<file path="config.mk">
export PLATFORM = sky130hd
export DESIGN_NAME = shape_pair_collision_test_core
export DESIGN_NICKNAME = d
export VERILOG_FILES = /design/src/rtl/spct_pkg.sv /design/src/rtl/spct_prep.sv /design/src/rtl/spct_clamp.sv /design/src/rtl/spct_square.sv /design/src/rtl/shape_pair_collision_test_core.sv
export VERILOG_INCLUDE_DIRS = /design/src /design/src/rtl
export SDC_FILE = /design/constraint.sdc
export NUM_CORES = 2
export LEC_CHECK = 0
export ABC_CLOCK_PERIOD_IN_PS = 7200
export BUFFER_PORTS_ARGS = -buffer_cell sky130_fd_sc_hd__buf_2
export CAP_MARGIN = 20
export CORE_MARGIN = 3
export CORE_UTILIZATION = 43
export CTS_CLUSTER_SIZE = 10
export DETAILED_ROUTE_END_ITERATION = 8
export GPL_TIMING_DRIVEN = 0
export SLEW_MARGIN = 40
export SYNTH_ARGS = -nofsm -noshare
export SYNTH_HDL_FRONTEND = slang
export SYNTH_SLANG_ARGS = --single-unit
</file>
<file path="constraint.sdc">
create_clock -name clk -period 7.2 [get_ports clk]
set_input_delay 0.72 -clock clk [delete_from_list [all_inputs] [get_ports clk]]
set_output_delay 0.72 -clock clk [all_outputs]
set_load 0.02 [all_outputs]
</file>
<file path="src/rtl/assert_macros.svh">
// Assertion helpers included by the RTL core file.
// Both macros assume a clock named clk; ASSERT_IMP also assumes an active-low reset named rst_n.
`ifndef ASSERT_MACROS_SVH
`define ASSERT_MACROS_SVH

// Implication checked only outside reset.
`define ASSERT_IMP(label, ante, cons) \
  label: assert property (@(posedge clk) disable iff (!rst_n) (ante) |-> (cons)) \
    else $error("assertion failed: implication");

// Next-cycle implication, also checked while in reset.
`define ASSERT_NEXT(label, ante, cons) \
  label: assert property (@(posedge clk) (ante) |=> (cons)) \
    else $error("assertion failed: next-cycle implication");

`endif

</file>
<file path="src/rtl/spct_pkg.sv">
// ----------------------------------------------------------------------------
// spct_pkg
// Types and constants shared by the shape pair collision test pipeline.
// ----------------------------------------------------------------------------
package spct_pkg;

  localparam int CoordBits  = 24;
  localparam int SizeBits   = CoordBits - 1;
  localparam int DblBits    = CoordBits + 1;
  localparam int ProdBits   = 2 * DblBits;
  localparam int RadSqBits  = 2 * CoordBits;
  localparam int SumBits    = ProdBits + 1;
  localparam int FilterBits = 32;
  localparam int GroupBits  = 16;

  localparam int CfgDataBits = 32;
  localparam int CfgAddrBits = 3;
  localparam int CfgIdxLsb   = 2;
  localparam int CfgIdxBits  = CfgAddrBits - CfgIdxLsb;

  localparam logic [CfgIdxBits-1:0] REG_FILTER_BYPASS = '0;

  typedef enum logic [1:0] {
    KIND_NONE   = 2'd0,
    KIND_POINT  = 2'd1,
    KIND_CIRCLE = 2'd2,
    KIND_RECT   = 2'd3
  } kind_t;

  // Pair class after ordering by kind
  typedef enum logic [2:0] {
    PAIR_OFF,
    PAIR_PP,
    PAIR_PC,
    PAIR_CC,
    PAIR_PR,
    PAIR_CR,
    PAIR_RR
  } pair_t;

  typedef struct packed {
    kind_t                        kind;
    logic signed [CoordBits-1:0]  x;
    logic signed [CoordBits-1:0]  y;
    logic [SizeBits-1:0]          w;
    logic [SizeBits-1:0]          h;
    logic [FilterBits-1:0]        filt;
  } shape_t;

  typedef struct packed {
    logic  valid;
    pair_t pair;
    logic  filt;
  } ctrl_t;

  typedef struct packed {
    ctrl_t                ctrl;
    logic [CoordBits-1:0] dx;
    logic [CoordBits-1:0] dy;
    logic [CoordBits-1:0] size_x;
    logic [CoordBits-1:0] size_y;
    logic [CoordBits-1:0] radius;
  } prep_t;

  typedef struct packed {
    ctrl_t                ctrl;
    logic                 same_pos;
    logic                 in_box;
    logic [DblBits-1:0]   mx;
    logic [DblBits-1:0]   my;
    logic [CoordBits-1:0] mr;
  } clamp_t;

  typedef struct packed {
    ctrl_t                ctrl;
    logic                 same_pos;
    logic                 in_box;
    logic [ProdBits-1:0]  px;
    logic [ProdBits-1:0]  py;
    logic [RadSqBits-1:0] pr;
  } square_t;

endpackage

</file>
<file path="src/rtl/spct_prep.sv">
// ----------------------------------------------------------------------------
// spct_prep
// Stage 1: pair classification, filter check, axis distances and sizes.
// ----------------------------------------------------------------------------
module spct_prep import spct_pkg::*; (
  input  logic   clk,
  input  logic   rst_n,
  input  logic   in_valid,
  input  shape_t shape_a,
  input  shape_t shape_b,
  input  logic   bypass,
  output prep_t  prep_r
);

  shape_t                p;
  shape_t                q;
  pair_t                 pair;
  logic [CoordBits-1:0]  size_x;
  logic [CoordBits-1:0]  size_y;
  logic [CoordBits-1:0]  radius;
  logic [CoordBits:0]    dx_s;
  logic [CoordBits:0]    dy_s;
  logic [CoordBits-1:0]  dx_abs;
  logic [CoordBits-1:0]  dy_abs;
  logic                  group_hit;
  logic                  mask_miss;
  logic                  rejected;
  logic [CoordBits-1:0]  w_sum;
  logic [CoordBits-1:0]  h_sum;

  assign p = (shape_a.kind > shape_b.kind) ? shape_b : shape_a;
  assign q = (shape_a.kind > shape_b.kind) ? shape_a : shape_b;

  assign w_sum = CoordBits'(p.w) + CoordBits'(q.w);
  assign h_sum = CoordBits'(p.h) + CoordBits'(q.h);

  always_comb begin
    size_x = CoordBits'(q.w);
    size_y = CoordBits'(q.h);
    radius = '0;
    if (p.kind == KIND_NONE) begin
      pair = PAIR_OFF;
    end else if (q.kind == KIND_POINT) begin
      pair = PAIR_PP;
    end else if (q.kind == KIND_CIRCLE) begin
      if (p.kind == KIND_POINT) begin
        pair   = PAIR_PC;
        radius = CoordBits'(q.w);
      end else begin
        pair   = PAIR_CC;
        radius = w_sum;
      end
    end else if (p.kind == KIND_POINT) begin
      pair = PAIR_PR;
    end else if (p.kind == KIND_CIRCLE) begin
      // circle vs box is done in doubled units
      pair   = PAIR_CR;
      radius = {p.w, 1'b0};
    end else begin
      pair   = PAIR_RR;
      size_x = w_sum;
      size_y = h_sum;
    end
  end

  assign dx_s   = {shape_a.x[CoordBits-1], shape_a.x} - {shape_b.x[CoordBits-1], shape_b.x};
  assign dy_s   = {shape_a.y[CoordBits-1], shape_a.y} - {shape_b.y[CoordBits-1], shape_b.y};
  assign dx_abs = dx_s[CoordBits] ? CoordBits'(-dx_s) : dx_s[CoordBits-1:0];
  assign dy_abs = dy_s[CoordBits] ? CoordBits'(-dy_s) : dy_s[CoordBits-1:0];

  assign group_hit = (shape_a.filt[FilterBits-1:GroupBits] != '0) &&
                     (shape_b.filt[FilterBits-1:GroupBits] != '0) &&
                     (shape_a.filt[FilterBits-1:GroupBits] ==
                      shape_b.filt[FilterBits-1:GroupBits]);
  assign mask_miss = (shape_a.filt[GroupBits-1:0] != '0) &&
                     (shape_b.filt[GroupBits-1:0] != '0) &&
                     ((shape_a.filt[GroupBits-1:0] & shape_b.filt[GroupBits-1:0]) == '0);
  assign rejected  = !bypass && (group_hit || mask_miss);

  always_ff @(posedge clk) begin
    if (!rst_n) begin
      prep_r.ctrl.valid <= 1'b0;
    end else begin
      prep_r.ctrl.valid <= in_valid;
    end
    prep_r.ctrl.pair <= pair;
    prep_r.ctrl.filt <= rejected;
    prep_r.dx        <= dx_abs;
    prep_r.dy        <= dy_abs;
    prep_r.size_x    <= size_x;
    prep_r.size_y    <= size_y;
    prep_r.radius    <= radius;
  end

endmodule

</file>
<file path="src/rtl/spct_clamp.sv">
// ----------------------------------------------------------------------------
// spct_clamp
// Stage 2: box containment and distance from a circle center to the box.
// ----------------------------------------------------------------------------
module spct_clamp import spct_pkg::*; (
  input  logic   clk,
  input  logic   rst_n,
  input  prep_t  prep,
  output clamp_t clamp_r
);

  logic [DblBits-1:0] dx2;
  logic [DblBits-1:0] dy2;
  logic [DblBits-1:0] sx;
  logic [DblBits-1:0] sy;
  logic               over_x;
  logic               over_y;
  logic [DblBits-1:0] ex;
  logic [DblBits-1:0] ey;

  assign dx2    = {prep.dx, 1'b0};
  assign dy2    = {prep.dy, 1'b0};
  assign sx     = DblBits'(prep.size_x);
  assign sy     = DblBits'(prep.size_y);
  assign over_x = dx2 > sx;
  assign over_y = dy2 > sy;
  assign ex     = over_x ? dx2 - sx : '0;
  assign ey     = over_y ? dy2 - sy : '0;

  always_ff @(posedge clk) begin
    if (!rst_n) begin
      clamp_r.ctrl.valid <= 1'b0;
    end else begin
      clamp_r.ctrl.valid <= prep.ctrl.valid;
    end
    clamp_r.ctrl.pair <= prep.ctrl.pair;
    clamp_r.ctrl.filt <= prep.ctrl.filt;
    clamp_r.same_pos  <= (prep.dx == '0) && (prep.dy == '0);
    clamp_r.in_box    <= !over_x && !over_y;
    clamp_r.mx        <= (prep.ctrl.pair == PAIR_CR) ? ex : DblBits'(prep.dx);
    clamp_r.my        <= (prep.ctrl.pair == PAIR_CR) ? ey : DblBits'(prep.dy);
    clamp_r.mr        <= prep.radius;
  end

endmodule

</file>
<file path="src/rtl/spct_square.sv">
// ----------------------------------------------------------------------------
// spct_square
// Stage 3: squares of the two axis distances and of the radius term.
// ----------------------------------------------------------------------------
module spct_square import spct_pkg::*; (
  input  logic    clk,
  input  logic    rst_n,
  input  clamp_t  clamp,
  output square_t square_r
);

  always_ff @(posedge clk) begin
    if (!rst_n) begin
      square_r.ctrl.valid <= 1'b0;
    end else begin
      square_r.ctrl.valid <= clamp.ctrl.valid;
    end
    square_r.ctrl.pair <= clamp.ctrl.pair;
    square_r.ctrl.filt <= clamp.ctrl.filt;
    square_r.same_pos  <= clamp.same_pos;
    square_r.in_box    <= clamp.in_box;
    square_r.px        <= ProdBits'(clamp.mx) * ProdBits'(clamp.mx);
    square_r.py        <= ProdBits'(clamp.my) * ProdBits'(clamp.my);
    square_r.pr        <= RadSqBits'(clamp.mr) * RadSqBits'(clamp.mr);
  end

endmodule

</file>
<file path="src/rtl/shape_pair_collision_test_core.sv">
// ----------------------------------------------------------------------------
// shape_pair_collision_test_core
// Overlap test for one pair of shapes (point, circle, box) with group/mask
// filtering.
//
// Input: drive the two shapes on the in_* ports and raise start; the pair is
// taken at a clock edge where start is high and busy is low. busy is low at
// all times outside reset, so a new pair can be transferred every cycle.
// Output: out_strobe is high for one cycle with out_hit and out_filtered.
// After the transfer edge the pair passes the input register, then the
// distance, clamp, multiply and compare stages, one register each.
// Throughput is one pair per cycle; results leave in transfer order.
// The receiver has no back-pressure: every strobe must be taken.
// Config: one APB register at byte 0, bit 0 = filter bypass. Write only when
// no pair is in flight. pready is always high.
// Reset (synchronous, rst_n low): pipeline emptied, bypass cleared, busy high.
// ----------------------------------------------------------------------------
module shape_pair_collision_test_core import spct_pkg::*; (
  input  logic                        clk,
  input  logic                        rst_n,
  // configuration
  input  logic                        psel,
  input  logic                        penable,
  input  logic                        pwrite,
  input  logic [CfgAddrBits-1:0]      paddr,
  input  logic [CfgDataBits-1:0]      pwdata,
  output logic [CfgDataBits-1:0]      prdata,
  output logic                        pready,
  // command
  input  logic                        start,
  output logic                        busy,
  input  logic [1:0]                  in_first_kind,
  input  logic signed [CoordBits-1:0] in_first_x,
  input  logic signed [CoordBits-1:0] in_first_y,
  input  logic [SizeBits-1:0]         in_first_width,
  input  logic [SizeBits-1:0]         in_first_height,
  input  logic [FilterBits-1:0]       in_first_filter,
  input  logic [1:0]                  in_second_kind,
  input  logic signed [CoordBits-1:0] in_second_x,
  input  logic signed [CoordBits-1:0] in_second_y,
  input  logic [SizeBits-1:0]         in_second_width,
  input  logic [SizeBits-1:0]         in_second_height,
  input  logic [FilterBits-1:0]       in_second_filter,
  // result
  output logic                        out_strobe,
  output logic                        out_hit,
  output logic                        out_filtered
);

`include "assert_macros.svh"

  logic    filter_bypass_r;
  logic    cfg_wr;
  logic    accept;
  logic    in_valid_r;
  shape_t  first_r;
  shape_t  second_r;
  prep_t   prep;
  clamp_t  clamp;
  square_t square;

  logic [SumBits-1:0] dist_sq;
  logic [SumBits-1:0] rad_sq;
  logic               geom;
  logic               live;
  logic               out_strobe_r;
  logic               out_hit_r;
  logic               out_filtered_r;

  // configuration port
  assign pready = 1'b1;
  assign cfg_wr = psel && penable && pwrite && pready &&
                  (paddr[CfgAddrBits-1:CfgIdxLsb] == REG_FILTER_BYPASS);

  always_ff @(posedge clk) begin
    if (!rst_n) begin
      filter_bypass_r <= 1'b0;
    end else if (cfg_wr) begin
      filter_bypass_r <= pwdata[0];
    end
  end

  always_comb begin
    prdata = '0;
    if (paddr[CfgAddrBits-1:CfgIdxLsb] == REG_FILTER_BYPASS) begin
      prdata[0] = filter_bypass_r;
    end
  end

  // input register
  assign busy   = !rst_n;
  assign accept = start && !busy;

  always_ff @(posedge clk) begin
    if (!rst_n) begin
      in_valid_r <= 1'b0;
    end else begin
      in_valid_r <= accept;
    end
  end

  always_ff @(posedge clk) begin
    if (accept) begin
      first_r  <= '{kind: kind_t'(in_first_kind), x: in_first_x, y: in_first_y,
                    w: in_first_width, h: in_first_height, filt: in_first_filter};
      second_r <= '{kind: kind_t'(in_second_kind), x: in_second_x, y: in_second_y,
                    w: in_second_width, h: in_second_height, filt: in_second_filter};
    end
  end

  spct_prep u_prep (
    .clk      (clk),
    .rst_n    (rst_n),
    .in_valid (in_valid_r),
    .shape_a  (first_r),
    .shape_b  (second_r),
    .bypass   (filter_bypass_r),
    .prep_r   (prep)
  );

  spct_clamp u_clamp (
    .clk     (clk),
    .rst_n   (rst_n),
    .prep    (prep),
    .clamp_r (clamp)
  );

  spct_square u_square (
    .clk      (clk),
    .rst_n    (rst_n),
    .clamp    (clamp),
    .square_r (square)
  );

  // final compare
  assign dist_sq = SumBits'(square.px) + SumBits'(square.py);
  assign rad_sq  = SumBits'(square.pr);

  always_comb begin
    unique case (square.ctrl.pair)
      PAIR_PP:          geom = square.same_pos;
      PAIR_PC, PAIR_CC: geom = dist_sq <= rad_sq;
      PAIR_CR:          geom = dist_sq < rad_sq;
      PAIR_PR, PAIR_RR: geom = square.in_box;
      default:          geom = 1'b0;
    endcase
  end

  assign live = square.ctrl.pair != PAIR_OFF;

  always_ff @(posedge clk) begin
    if (!rst_n) begin
      out_strobe_r <= 1'b0;
    end else begin
      out_strobe_r <= square.ctrl.valid;
    end
  end

  always_ff @(posedge clk) begin
    out_hit_r      <= live && !square.ctrl.filt && geom;
    out_filtered_r <= live && square.ctrl.filt;
  end

  assign out_strobe   = out_strobe_r;
  assign out_hit      = out_hit_r;
  assign out_filtered = out_filtered_r;

  `ASSERT_IMP(a_hit_excl_filt, out_strobe, !(out_hit && out_filtered))
  `ASSERT_IMP(a_latency, start && !busy, ##5 out_strobe)
  `ASSERT_IMP(a_bypass_no_filt, out_strobe && filter_bypass_r, !out_filtered)
  `ASSERT_NEXT(a_reset_quiet, !rst_n, !out_strobe)

endmodule

</file>
# Word level (Yosys, flattened, before mapping)
# Index checks and enable logic that the tools add are counted.
[word_totals]
regBits = 622
output_inout_bits = 37
word_cells = 139
[classes]
add_sub_neg = 9
n_mul = 3
magnitude_cmp = 5
eq_ne = 12
mux = 29
n_bitwise = 2
reduce_logical = 33
[ops]
columns = ["op", "n"]
rows = [
  ["128-bit two-way mux", 2],
  ["23-bit two-way mux", 10],
  ["24-bit two-way mux", 8],
  ["25-bit by 25-bit multiplier with 50-bit output", 2],
  ["16-bit nonzero test", 4],
  ["50-bit by 50-bit adder with 51-bit output", 1],
  ["51-bit by 48-bit <= comparator with 1-bit output", 1],
  ["51-bit by 48-bit less-than comparator with 1-bit output", 1],
  ["25-bit by 24-bit > comparator with 1-bit output", 2],
  ["25-bit two-way mux", 2],
  ["24-bit by 24-bit subtractor with 25-bit output", 2],
  ["25-bit by 24-bit subtractor with 25-bit output", 2],
  ["23-bit by 23-bit adder with 24-bit output", 2],
  ["24-bit zero test", 2],
  ["24-bit by 24-bit multiplier with 48-bit output", 1],
  ["24-bit negator", 2],
  ["16-bit bitwise AND", 1],
  ["16-bit == test", 1],
  ["16-bit zero test", 1],
  ["1-bit logical AND", 14],
  ["3-bit == test (second input constant)", 4],
  ["3-bit by 2-bit == test with 1-bit output (second input constant)", 2],
  ["3-bit two-way mux", 2],
  ["2-bit OR reduction", 3],
  ["other kinds (13)", 21],
]

# Longest topological paths before layout
[logic_depth]
depth_word = 8
depth_mapped = 30
mapped_depth_nobuf = 29

# Modules after synthesis
# From an unflattened synthesis, not the netlist that was laid out.
[unflattened]
hier_cells = 8871
hier_area_um2 = 83139.7
[modules_own_cells]
columns = ["module", "instances", "cells_each", "area_each_um2"]
rows = [
  ["spct_square", 1, 6003, 55137.9],
  ["shape_pair_collision_test_core", 1, 901, 12281.8],
  ["spct_prep", 1, 1370, 10633.9],
  ["spct_clamp", 1, 597, 5086.1],
]

# Least setup slack after synthesis
# No wires, ideal clock.
[synth_path]
kind = "reg2reg"
from = "register u_clamp.clamp_r[27] (netlist bit)"
to = "register u_square.square_r[94] (netlist bit)"
arrival_ps = 7277
t_required_ps = 7077
setup_slack_ps = -200
stages_incl_launch_ff = 31
path_cell_list = "dfxtp_1 > clkbuf_1 > clkbuf_1 > nand2_1 > fa_1 > inv_1 > fa_1 > inv_1 > fa_1 > inv_1 > fa_1 > inv_1 > fa_1 > inv_1 > fa_1 > inv_1 > fa_1 > inv_1 > ha_1 > nand4_1 > o21bai_1 > or4_1 > a211oi_1 > a21oi_1 > nor2_1 > o21bai_1 > a31oi_1 > a21oi_1 > a21oi_1 > o21bai_1 > xor2_1"
[synth_between]
elab_chain_cells = 1
[synth_lines]
columns = ["element", "line_no", "rtl"]
rows = [
  ["from (decl)", "spct_clamp.sv:9", "output clamp_t clamp_r"],
  ["25-bit by 25-bit multiplier with 50-bit output", "spct_square.sv:23", "square_r.py <= ProdBits'(clamp.my) * ProdBits'(clamp.my);"],
  ["to (decl)", "spct_square.sv:9", "output square_t square_r"],
]
# No other way between the ends.
# A chain may end at the register's enable or synchronous reset.

# Final worst setup path
[layout_path]
from = "register u_clamp.clamp_r[5] (netlist bit)"
to = "register u_square.square_r[35] (netlist bit)"
[layout_between]
elab_chain_cells = 1
[layout_lines]
columns = ["element", "line_no", "rtl"]
rows = [
  ["24-bit by 24-bit multiplier with 48-bit output", "spct_square.sv:24", "square_r.pr <= RadSqBits'(clamp.mr) * RadSqBits'(clamp.mr);"],
]
# No other way between the ends.

==> metrics.md <==
| Metric | Value |
|---|---|
| Setup WS pre-CTS | `-2.61 ns` |
| R2r startpoint | `u_clamp.clamp_r[5]` |
| Worst EP arrival | `7.87 ns` |
| CP endpoint kind | `register` |
| Seq/Total Area, Yosys | `0.186` |
| Drt drc | `0` |
| CP Launch Type | `register` |
| Die area | `193000 sq um` |
| Core Area | `186000 sq um` |
| Worst-path clk slew | `0.06 ns` |
| Layout cells sized above 1 | `0.135` |
| H-Tree Depth | `3` |
| First-pass GRT wire length | `365000 microns` |
| Gr usage total | `0.247` |
| Die X | `439 microns` |
| HP Start | `in_second_height[3]` |
| Worst hold path type | `input port to register` |
| Unrepaired setup endpoints after global routing | `yes` |
| Starting Density | `0.434` |
| Reg-to-reg endpoint | `u_square.square_r[35]` |
| Post-synthesis cell count | `8444` |
| # rows | `158` |
| Bufs on Longest Clock Path | `3` |
| Post-synth EDFFs | `256` |
| Via count | `59100` |
| 1st-pass router iterations | `6` |
| I/O Buffers | `268` |
| Async set or reset register ratio after synthesis | `0` |
| Worst R2R Path Depth | `26` |
| Critical Path RT | `7.75 ns` |
| Commonest non-fill, non-tap cell in the layout | `inv_1` |
| Initial antenna violation count | `18` |
| CTS buffer count | `78` |
| Gr ovfl total | `0` |
| Commonest register cell after synthesis | `dfxtp_1` |
| Hold Worst Slack | `0.213 ns` |
| Nets | `11500` |
| Worst-margin pin slew | `0.906 ns` |
| Violated checks | `negative setup slack` |
| Sink Count | `619` |
| Area Growth Syn to Fin | `16.0%` |
| Final Skew | `0.0626 ns` |
| Drt wl/cell | `20.2 microns` |
| Fin crit share | `1.02` |
| Final worst setup slack | `-0.126 ns` |
| Pins Over Slew Limit | `0` |
| Via/cell ratio | `5.10` |
| Die Y | `439 microns` |
| Synth Register Bits | `619` |
| Via count of the first global-routing pass | `64200` |
| Initial DRC Count | `3735` |
| Relative max-transition margin | `0.388` |
| Skew-Pair Late Insertion Delay | `0.68 ns` |
| CTS tree | `yes` |
| WHS Endpoint | `second_r[35]` |
| Ys Warns | `0` |
| I/O Pins | `334` |
| F_max | `137 MHz` |
| Setup CP Type | `register to register` |
| Status | `finished with violations` |
| Most frequent cells in the layout | `inv_1, fa_1, ha_1, nand2_1, and2_1` |
| R2R Setup Slk | `-0.13 ns` |
| Hpwl dp | `191000 microns` |
| Layout Utilization | `0.503` |
| Avg Inst Size Synth | `9.54 sq um` |
| GP Congestion | `0.973` |
| Root Driver | `clkbuf_16` |
| Final Setup Violations | `7` |
| # fillers | `17200` |
| Max-cap violations | `0` |
| Mapped Area | `80600 sq um` |
| Synth unique cells | `89` |
| Pin count of the biggest net entering global routing | `48` |
| Hold Crit Depth | `1` |
| Final antenna-violating net count | `0` |
| Tmin final | `7.33 ns` |
| Final hold vios | `0` |
| Routed wire length | `235000 microns` |
| Crit Path Max Fanout | `10` |
## layout make-up
class | instances | area, sq um | share of cell area
multi-input combinational | 5471 | 58200 | 0.623
sequential | 619 | 15200 | 0.162
inverter | 2135 | 8050 | 0.0862
timing repair buffer | 508 | 3480 | 0.0372
tap | 2480 | 3100 | 0.0332
buffer | 241 | 2880 | 0.0308
clock buffer | 121 | 2210 | 0.0237
clock inverter | 18 | 348 | 0.00372
antenna | 6 | 15.0 | 0.000161
## repair_timing
item,4_1_cts,5_1_grt
pin swaps,122,182
endpoints found under the setup margin,86,46
gates resized for setup,722,316
hold buffers,0,0
gates cloned,0,1
buffers inserted,159,77
endpoints found under the hold margin,0,0
## per-stage QoR
stage | TNS (ns) | cells | cell area, sq um
finish | -0.492 | 11600 | 93400
global route | -5.20 | 11600 | 93400
CTS | -0.499 | 11500 | 91900
detailed placement | -96.73 | 11200 | 85300
global placement | -676.53 | 11200 | 85100
floorplan | -0.0149 | 8474 | 80700
## cells by family after synthesis
kind of cell             count (synthesis)  synth area share
AO/OA/AOI/OAI                         1046            0.0841
buffers and inverters                 2384             0.113
other                                    2         0.0000932
XOR/XNOR                               371            0.0404
adder cells (fa/ha/maj)               2162             0.463
multiplexers                            54           0.00676
flip-flops                             619             0.186
AND/OR/NAND/NOR                       1806             0.108
## sequential cells by signal, summed over array words and instances, names as in the netlist
| signal | cells |
|---|---|
| out_hit | 1 |
| u_clamp.clamp_r | 81 |
| out_filtered | 1 |
| filter_bypass_r | 1 |
| in_valid_r | 1 |
| u_prep.prep_r | 125 |
| first_r | 128 |
| second_r | 128 |
| u_square.square_r | 152 |
| out_strobe | 1 |
## worst max-delay path by stage
stage / slack (ns) / depth (start not counted) / endpoint / start
3_5_place_dp: -2.61 / 30 / u_square.square_r[143] / u_clamp.clamp_r[52]
4_1_cts: -0.14 / 26 / u_square.square_r[35] / u_clamp.clamp_r[5]
3_3_place_gp: -2.62 / 30 / u_square.square_r[147] / u_clamp.clamp_r[52]
5_1_grt: -0.38 / 27 / u_square.square_r[35] / u_clamp.clamp_r[5]
6_report: -0.13 / 26 / u_square.square_r[35] / u_clamp.clamp_r[5]
2_1_floorplan: -0.01 / 30 / u_square.square_r[94] / u_clamp.clamp_r[27]
## worst max-delay path, stage by stage, from the launching register on
cell      delay [ns]
dfxtp_4         0.45
clkbuf_8        0.23
and2_1          0.22
fa_2            0.46
fa_1            0.49
inv_1           0.05
fa_1            0.49
fa_1            0.44
fa_1            0.50
inv_1           0.06
fa_1            0.54
inv_1           0.05
fa_1            0.50
inv_2           0.05
ha_4            0.23
a21o_1          0.15
a221o_1         0.39
a21o_1          0.17
a21o_1          0.18
a221oi_4        0.38
a21oi_4         0.14
o311a_1         0.31
o21a_1          0.19
o21a_1          0.19
o21ai_1         0.14
nand2b_1        0.08
xor2_1          0.14
## Yosys cell counts (11+ instances only)
master    number  area share
a211oi_1      25      0.0023
a21boi_0      14      0.0013
a21o_1       167       0.016
a21oi_1      313       0.019
a31oi_1       51      0.0040
a41oi_1       11      0.0012
and2_1       381       0.030
and3_1        30      0.0023
buf_4         32      0.0030
clkbuf_1     210      0.0098
dfxtp_1      363       0.090
edfxtp_1     256       0.095
fa_1        1362        0.34
ha_1         800        0.12
inv_1       2135       0.099
mux2i_1       51      0.0063
nand2_1      741       0.035
nand2b_1      42      0.0033
nand3_1       67      0.0042
nand4_1       50      0.0039
nor2_1       283       0.013
nor2b_1       57      0.0044
nor3_1        50      0.0031
nor4_1        34      0.0026
o211ai_1      18      0.0017
o21a_1        44      0.0041
o21ai_0      177       0.011
o21ai_1       12     0.00075
o21bai_1      41      0.0038
o22ai_1       17      0.0013
o31ai_1       38      0.0035
o41ai_1       14      0.0015
or2_2         18      0.0014
or3_1         14      0.0011
xnor2_1      244       0.027
xor2_1       126       0.014
## routing by layer
layer  GRT usage  part of all wire  vias up
li1            -                 -    27300
met1       0.316              0.41    29500
met2       0.409              0.47     1873
met3      0.0429             0.069      464
met4       0.110             0.054       16
met5           0           0.00046        -
Power is left out: the tool's default activity adds up to more than one toggle a clock period on the data nets, which glitch-free logic cannot reach.
